`config.mk`:
```
export PLATFORM = sky130hd
export DESIGN_NAME = salru_ctrl
export DESIGN_NICKNAME = d
export VERILOG_FILES = /design/src/salru_pkg.sv /design/src/salru_ctrl.sv
export SDC_FILE = /design/constraint.sdc
export NUM_CORES = 1
export LEC_CHECK = 0
export ABC_AREA = 1
export CAP_MARGIN = 20
export CORE_AREA = 2 2 39 41
export CTS_BUF_LIST = sky130_fd_sc_hd__clkbuf_16
export DETAILED_ROUTE_END_ITERATION = 7
export DIE_AREA = 0 0 41 43
export DONT_BUFFER_PORTS = 1
export PLACE_DENSITY = 0.44
export RECOVER_POWER = 100
export SETUP_SLACK_MARGIN = 0.02
export SYNTH_ARGS = -nofsm -noshare
export SYNTH_HDL_FRONTEND = slang
export SYNTH_SLANG_ARGS = --single-unit
```
`constraint.sdc`:
```
create_clock -name clk -period 2 [get_ports clk]
set_input_delay 0.5 -clock clk [delete_from_list [all_inputs] [get_ports clk]]
set_output_delay 0.5 -clock clk [all_outputs]
set_load 0.02 [all_outputs]
```
`src/salru_pkg.sv`:
```
package salru_pkg;

    // Fixed field widths
    localparam int ADDR_W     = 32;
    localparam int TAG_W      = 32;
    localparam int AGE_W      = 32;
    localparam int WAY_OUT_W  = 3;
    localparam int OFF_W      = 4;
    localparam int IDX_W      = 3;
    localparam int CFG_WAYS_W = 4;
    localparam int CFG_IDX_W  = 2;
    localparam int CFG_DATA_W = 4;
    // Way count and way counter width; holds up to 16 ways
    localparam int WCNT_W     = 5;

    // Clamp for the configured offset width
    localparam logic [OFF_W-1:0] OFFSET_MAX = 4'd12;

    // Configuration register indexes
    localparam logic [CFG_IDX_W-1:0] CFG_OFFSET_BITS = 2'd0;
    localparam logic [CFG_IDX_W-1:0] CFG_INDEX_BITS  = 2'd1;
    localparam logic [CFG_IDX_W-1:0] CFG_WAYS_IN_USE = 2'd2;

    // Register reset values
    localparam logic [OFF_W-1:0]      OFFSET_BITS_RST = 4'd6;
    localparam logic [IDX_W-1:0]      INDEX_BITS_RST  = 3'd6;
    localparam logic [CFG_WAYS_W-1:0] WAYS_IN_USE_RST = 4'd8;

    // Access kinds
    localparam logic FUNC_LOAD  = 1'b0;
    localparam logic FUNC_STORE = 1'b1;

    typedef struct packed {
        logic              func;
        logic [ADDR_W-1:0] address;
    } req_t;

    typedef struct packed {
        logic                 hit;
        logic                 filled;
        logic [WAY_OUT_W-1:0] way_used;
    } rsp_t;

    // One way of a set as held in the tag memory
    typedef struct packed {
        logic             valid;
        logic [AGE_W-1:0] age;
        logic [TAG_W-1:0] tag;
    } entry_t;

    typedef enum logic [2:0] {
        ST_CLEAR,
        ST_IDLE,
        ST_READ,
        ST_COMPARE,
        ST_SEARCH,
        ST_FINISH
    } state_t;

    // Controller to datapath
    typedef struct packed {
        logic clear;
        logic capture;
        logic mem_rd;
        logic compare;
        logic search;
        logic finish;
    } ctl_cmd_t;

    // Datapath to controller
    typedef struct packed {
        logic clear_last;
        logic need_search;
        logic search_last;
        logic out_free;
    } dp_stat_t;

endpackage

```
`src/salru_ctrl.sv`:
```
module salru_ctrl
    import salru_pkg::*;
(
    input  logic     clk,
    input  logic     rst_n,
    input  logic     in_valid,
    output logic     in_ready,
    input  dp_stat_t stat,
    output ctl_cmd_t cmd
);

    state_t state_reg;
    state_t state_next;

    always_ff @(posedge clk or negedge rst_n)
    begin
        if (!rst_n)
        begin
            state_reg <= ST_CLEAR;
        end
        else
        begin
            state_reg <= state_next;
        end
    end

    // Next state
    always_comb
    begin
        state_next = state_reg;
        unique case (state_reg)
            ST_CLEAR:
            begin
                if (stat.clear_last)
                begin
                    state_next = ST_IDLE;
                end
            end
            ST_IDLE:
            begin
                if (in_valid)
                begin
                    state_next = ST_READ;
                end
            end
            ST_READ:
            begin
                state_next = ST_COMPARE;
            end
            ST_COMPARE:
            begin
                state_next = stat.need_search ? ST_SEARCH : ST_FINISH;
            end
            ST_SEARCH:
            begin
                if (stat.search_last)
                begin
                    state_next = ST_FINISH;
                end
            end
            ST_FINISH:
            begin
                if (stat.out_free)
                begin
                    state_next = ST_IDLE;
                end
            end
            default:
            begin
                state_next = ST_CLEAR;
            end
        endcase
    end

    // Outputs
    always_comb
    begin
        cmd      = '0;
        in_ready = 1'b0;
        unique case (state_reg)
            ST_CLEAR:
            begin
                cmd.clear = 1'b1;
            end
            ST_IDLE:
            begin
                in_ready    = 1'b1;
                cmd.capture = in_valid;
            end
            ST_READ:
            begin
                cmd.mem_rd = 1'b1;
            end
            ST_COMPARE:
            begin
                cmd.compare = 1'b1;
            end
            ST_SEARCH:
            begin
                cmd.search = 1'b1;
            end
            ST_FINISH:
            begin
                cmd.finish = stat.out_free;
            end
            default:
            begin
                cmd = '0;
            end
        endcase
    end

endmodule

```
==> reports/qor.csv, run 1 <==
metric;value;unit
dpl-instance-area;288;µm²
seq_power_share;18.3;%
area_delta_synth_final;40.9;%
crit_chain;nand2_1 -> nor3_1 -> clkbuf_1;
clock-sinks;3;
synth-edff-count;0;
post_cts_resized;0;
critical_path.top_delay_family;flip-flops;
nFillCells;159;
seq_area_frac_synth;28.8;%
drv_slew;0;
path_depth;3;
status;finished clean;
start_util;18.8;%
pwr-share-clk;42.4;%
port_buffers;0;
vias;248;
drtIter0Drc;2;
clk_latency;220;ps
cts_max_path_buffers;2;
cp_data_arrival_time;1260;ps
rsz0062_at_grt;no;
intPower;429;µW
end_kind;output port;
grt_pass1_vias;265;
vdd_drop_max;0.00101;V
yosys.area.top_type;dfrtp_1;
drive_above_1_share;21.3;%
critPathLaunchType;flip-flop;
synth_most_common_cell;nand2_1;
worst_ep_required_time;1500;ps
grt_util_met2;12.8;%
ys_ff_latch;3;
cts-root-buf;clkbuf_16;
grt_max_degree;9;
diodes;0;
p_sw;303;µW
slowest_stage;dfrtp_1;
top_usage_layer;met2;
netlist_instances;41;
syn-num-nets;48;
ys_types;14;
ys_top_cells_by_count;nand2_1, inv_1, nor2_1;
dieArea;0.00176;mm²
clock.fmax;567;MHz
syn_area;260;µm²
hold_violations;0;
ctsHtreeMaxLevel;1;
hpwlAfterDp;463;µm
place_congestion;0.699;
max_slew_margin;70.6;%
cp_num_buf_inv;1;
antenna_found_initial;0;
io_pins;14;
synth_flop_cell;dfrtp_1;
drtPass1Iterations;3;
reg2reg_slack;800;ps
yosysWarnings;0;
worst_slack;236;ps
cts_buffers;3;
tns;0;ps
min_path_cells;3;
routedWlPerCell;9.54;µm
worst_slew_pin_slew;439;ps
grt_overflow;0;
routed_wl;601;µm
dp_worst_setup_slack;470;ps
criticalPathCategory;reg2out;
cp_max_fo;8;
skew;2.46;ps
post-route-period-util;88.2;%
synth.area.top_cells;dfrtp_1, nand2_1, inv_1;
p_per_area;2000;mW/mm²
setup_viol;0;
fin_area;367;µm²
ant_nets;0;
vias_per_cell;3.94;
leakage;0.205;nW
final.min_clock_period;1760;ps
nNetsFinal;55;
async_reset_ff_share;100;%
clk_pin_slew;30;ps
cts_tree;yes;
hp-class;in2reg;
grtUsageMet3;6.81;%
drc;0;
die_y;43;µm
die_w;41;µm
core_area;0.00138;mm²
yosys.area.top_type_share;28.8;%
grt_pass1_wl;1020;µm
syn_area_per_cell;6.35;µm²
grt_use_met1;10.3;%
grt.total_usage;9.25;%
slowest_delay;510;ps
worstRegToRegCells;3;
combPwrFrac;39.3;%
largest_register_ff_count;3;
placementRows;14;
switching_share;41.4;%
cap_violations;0;
-- cells in the final DEF, fill, tap and decap left out, types with 2 or more instances in the layout --
| cell type | count |
|---|---|
| nor3_2 | 2 |
| nor3_1 | 2 |
| inv_2 | 3 |
| nand3_1 | 3 |
| clkbuf_1 | 2 |
| dfrtp_1 | 3 |
| inv_1 | 8 |
| nand2_1 | 9 |
| o21ai_1 | 2 |
| clkbuf_16 | 3 |
| nor2_1 | 5 |
-- power by group through the flow --
stage / clock network [mW] / registers [mW] / logic [mW]
2_1_floorplan: 0 / 0.114 / 0.270
3_3_place_gp: 0 / 0.135 / 0.304
3_5_place_dp: 0 / 0.134 / 0.305
4_1_cts: 0.317 / 0.134 / 0.310
5_1_grt: 0.327 / 0.140 / 0.327
6_report: 0.311 / 0.134 / 0.288
-- logic make-up (layout without fill, tap and decap cells) --
logic type	count (synthesis)	after routing	share of synthesized area [%]
simple gates	23	23	45.2
buf+inv	11	17	17.3
compound gates	4	4	8.65
flops	3	3	28.8
-- per-layer routing --
layer	up-vias	wire (µm)
met4	0	0
met3	0	63
met5	-	0
met2	10	278
li1	134	-
met1	104	258
-- stage by stage --
step | instances | hold slack, ps | power, mW | util, %
5_1_grt | 63 | 510 | 0.794 | 26.5
4_1_cts | 63 | 496 | 0.761 | 27.2
3_3_place_gp | 58 | 204 | 0.438 | 20.8
3_5_place_dp | 58 | 204 | 0.439 | 20.8
6_report | 63 | 493 | 0.733 | 26.5
2_1_floorplan | 41 | 204 | 0.384 | -
-- path summary, 6_finish.rpt --
path                                               start                        to
worst max-delay path            state_reg[2]$_DFFE_PN0P_                    cmd[0]
worst min-delay path                             stat[2]  state_reg[0]$_DFFE_PN0P_
worst max register to register  state_reg[2]$_DFFE_PN0P_  state_reg[1]$_DFFE_PN0P_
worst min register to register  state_reg[2]$_DFFE_PN0P_  state_reg[2]$_DFFE_PN0P_
max in group asynchronous                          rst_n  state_reg[2]$_DFFE_PN0P_
min in group asynchronous                          rst_n  state_reg[1]$_DFFE_PN0P_
-- layout make-up --
type | count | area (µm²) | area share [%]
repair buffers | 3 | 17.5 | 4.78
well taps | 16 | 20.0 | 5.46
clock inverters | 1 | 3.75 | 1.02
clock buffers | 3 | 75.1 | 20.5
flip-flops and latches | 3 | 75.1 | 20.5
multi-input cells | 27 | 138 | 37.5
inverters | 10 | 37.5 | 10.2
-- worst reg2reg max path: stages, from the launching register on --
cell and delay (ps):
dfrtp_1 470, nor3_2 430, nor2_1 110, nor3_2 110
-- what timing repair did --
item | 4_1_cts | 5_1_grt
endpoints found under the hold margin | 3 | 0
hold buffers | 1 | 0
setup buffers | 0 | 0
Power figures use the tool's default switching activity.
==> run 2, diff against run 1 <==
--- a/config.mk
+++ b/config.mk
@@ -5,14 +5,13 @@
 export SDC_FILE = /design/constraint.sdc
 export NUM_CORES = 1
 export LEC_CHECK = 0
-export ABC_AREA = 1
 export CAP_MARGIN = 20
 export CORE_AREA = 2 2 39 41
 export CTS_BUF_LIST = sky130_fd_sc_hd__clkbuf_16
 export DETAILED_ROUTE_END_ITERATION = 7
 export DIE_AREA = 0 0 41 43
 export DONT_BUFFER_PORTS = 1
-export PLACE_DENSITY = 0.44
+export PLACE_DENSITY = 0.41
 export RECOVER_POWER = 100
 export SETUP_SLACK_MARGIN = 0.02
 export SYNTH_ARGS = -nofsm -noshare
==> run 2 against run 1 <==
Net effect:
- total power rose by 3.3%
- critical path type unchanged
- synthesized cell count decreased by 29%
- critical path depth stayed put
- largest cell class unchanged
==> reports/qor.csv, run 2 <==
metric;value;unit
status;finished clean;
drtPass1Iterations;2;
final_core_util;23.5;%
cp_data_arrival_time;1280;ps
ys_ff_latch;3;
worst_slew_pin_slew;414;ps
port_buffers;0;
drc;0;
clock.fmax;560;MHz
tns;0;ps
syn_area;218;µm²
async_reset_ff_share;100;%
max_slew_margin;72.3;%
syn-num-nets;36;
vias;208;
largest_register_ff_count;3;
seq_area_frac_synth;34.5;%
final_common_cell;nor2_1;
cap_violations;0;
synth.area.top_cells;dfrtp_1, nor2_1, nand2b_1;
cts_tree;yes;
cts_max_path_buffers;2;
drive_above_1_share;8.57;%
min_path_cells;2;
nFillCells;156;
die_y;43;µm
vdd_drop_max;0.000459;V
rsz0062_at_grt;no;
yosysWarnings;0;
holdPathEnd;state_reg[1]$_DFFE_PN0P_;
skew;1.46;ps
final.min_clock_period;1780;ps
mostFrequentLayoutCells;nor2_1, nand2b_1;
drv_slew;0;
routed_wl;559;µm
setup_viol;0;
reg2reg_slack;770;ps
grt_pass1_vias;220;
cts_buffers;3;
area_delta_synth_final;49.4;%
core_area;0.00138;mm²
worst_ep_required_time;1500;ps
critPathLaunchType;flip-flop;
end_kind;output port;
ys_top_cells_by_count;nor2_1, nand2b_1, a21oi_1, dfrtp_1, nor2b_1;
rr_endpoint;state_reg[2]$_DFFE_PN0P_;
dieArea;0.00176;mm²
die_w;41;µm
ctsHtreeMaxLevel;1;
hp-class;in2reg;
reg2reg_from;state_reg[2]$_DFFE_PN0P_;
antenna_found_initial;0;
ys_types;15;
clk_pin_slew;30;ps
vias_per_cell;4.08;
worst_slack;216;ps
clock-sinks;3;
cp_max_fo;11;
io_pins;14;
grt_overflow;0;
diodes;0;
cts-root-buf;clkbuf_16;
grt.total_usage;8.35;%
p_per_area;2330;mW/mm²
hp-start;in_valid;
routedWlPerCell;11.0;µm
placementRows;14;
syn_area_per_cell;7.51;µm²
worstRegToRegCells;3;
ant_nets;0;
yosys.area.top_type_share;34.5;%
clk_latency;220;ps
grt_pass1_wl;890;µm
synth_flop_cell;dfrtp_1;
netlist_instances;29;
criticalPathCategory;reg2out;
grt_max_degree;12;
drtIter0Drc;1;
dp_worst_setup_slack;482;ps
post-route-period-util;89.2;%
place_congestion;0.739;
synth_most_common_cell;nor2_1;
hold_violations;0;
synth-edff-count;0;
leakage;0.142;nW
start_util;15.7;%
nNetsFinal;43;
yosys.area.top_type;dfrtp_1;
## run 2: cell types whose count changed in the layout (fill, tap and decap cells not counted), moves of 2 or more
cell / previous run / this run
a21oi_1: 0 / 3
inv_2: 3 / 0
nor3_2: 2 / 0
nor2b_1: 0 / 2
o21ai_1: 2 / 0
inv_1: 8 / 2
nand2_1: 9 / 1
nand3_1: 3 / 0
nand2b_1: 0 / 4
nor2_1: 5 / 7
## run 2: what timing repair did
item,in CTS,in global routing
hold buffers,1,0
buffers inserted,0,0
hold endpoints to repair,3,0
gates resized for setup,0,0
## run 2: layer usage
layer,part of all wire (%),track usage (%),wire length [µm]
met1,46,10.0,255
met4,2.5,8.00,14
met5,0,0,0
met3,10,5.76,57
met2,42,9.06,232
## run 2: cells by family (layout without fill, tap and decap cells)
kind of cell    count (synthesis)  in the layout  share of synthesized area, %
simple gates                   18             18                          42.5
flops                           3              3                          34.5
buf+inv                         3              9                          7.47
compound gates                  5              5                          15.5
## run 2: worst max path at each step
stage	start	to	slack (ps)	cells past startpoint
after CTS	state_reg[0]$_DFFE_PN0P_	cmd[4]	260	3
after floorplan	state_reg[1]$_DFFE_PN0P_	cmd[4]	330	3
after global routing	state_reg[0]$_DFFE_PN0P_	cmd[4]	80	3
final	state_reg[0]$_DFFE_PN0P_	cmd[4]	220	3
after detailed placement	state_reg[0]$_DFFE_PN0P_	cmd[4]	480	3
after global placement	state_reg[2]$_DFFE_PN0P_	cmd[2]	490	2
## run 2: layout make-up
class,count,area (µm²),share of cell area [%]
sequential,3,75.1,23.1
tap,16,20.0,6.15
timing repair buffer,4,21.3,6.54
clock inverter,1,3.75,1.15
multi-input combinational,23,126,38.8
clock buffer,3,75.1,23.1
inverter,1,3.75,1.15
## run 2: worst max-delay path, stage by stage (launching register included)
cell	delay (ps)
dfrtp_1	510
nand2b_1	110
nor2_1	120
and2_0	310
## run 2: report_power, final
part / internal (mW) / switching (mW)
sequential: 0.0935 / 0.0673
clock: 0.258 / 0.0558
combinational: 0.107 / 0.175
total: 0.459 / 0.298
## run 2: through the flow
stage          power [mW]  hold WS (ps)  instances  cell area, µm²
6_report            0.757           431         51             325
5_1_grt             0.815           465         51             325
4_1_cts             0.796           432         51             337
3_5_place_dp        0.475           204         46             248
3_3_place_gp        0.479           204         46             248
2_1_floorplan       0.402           204         29             218
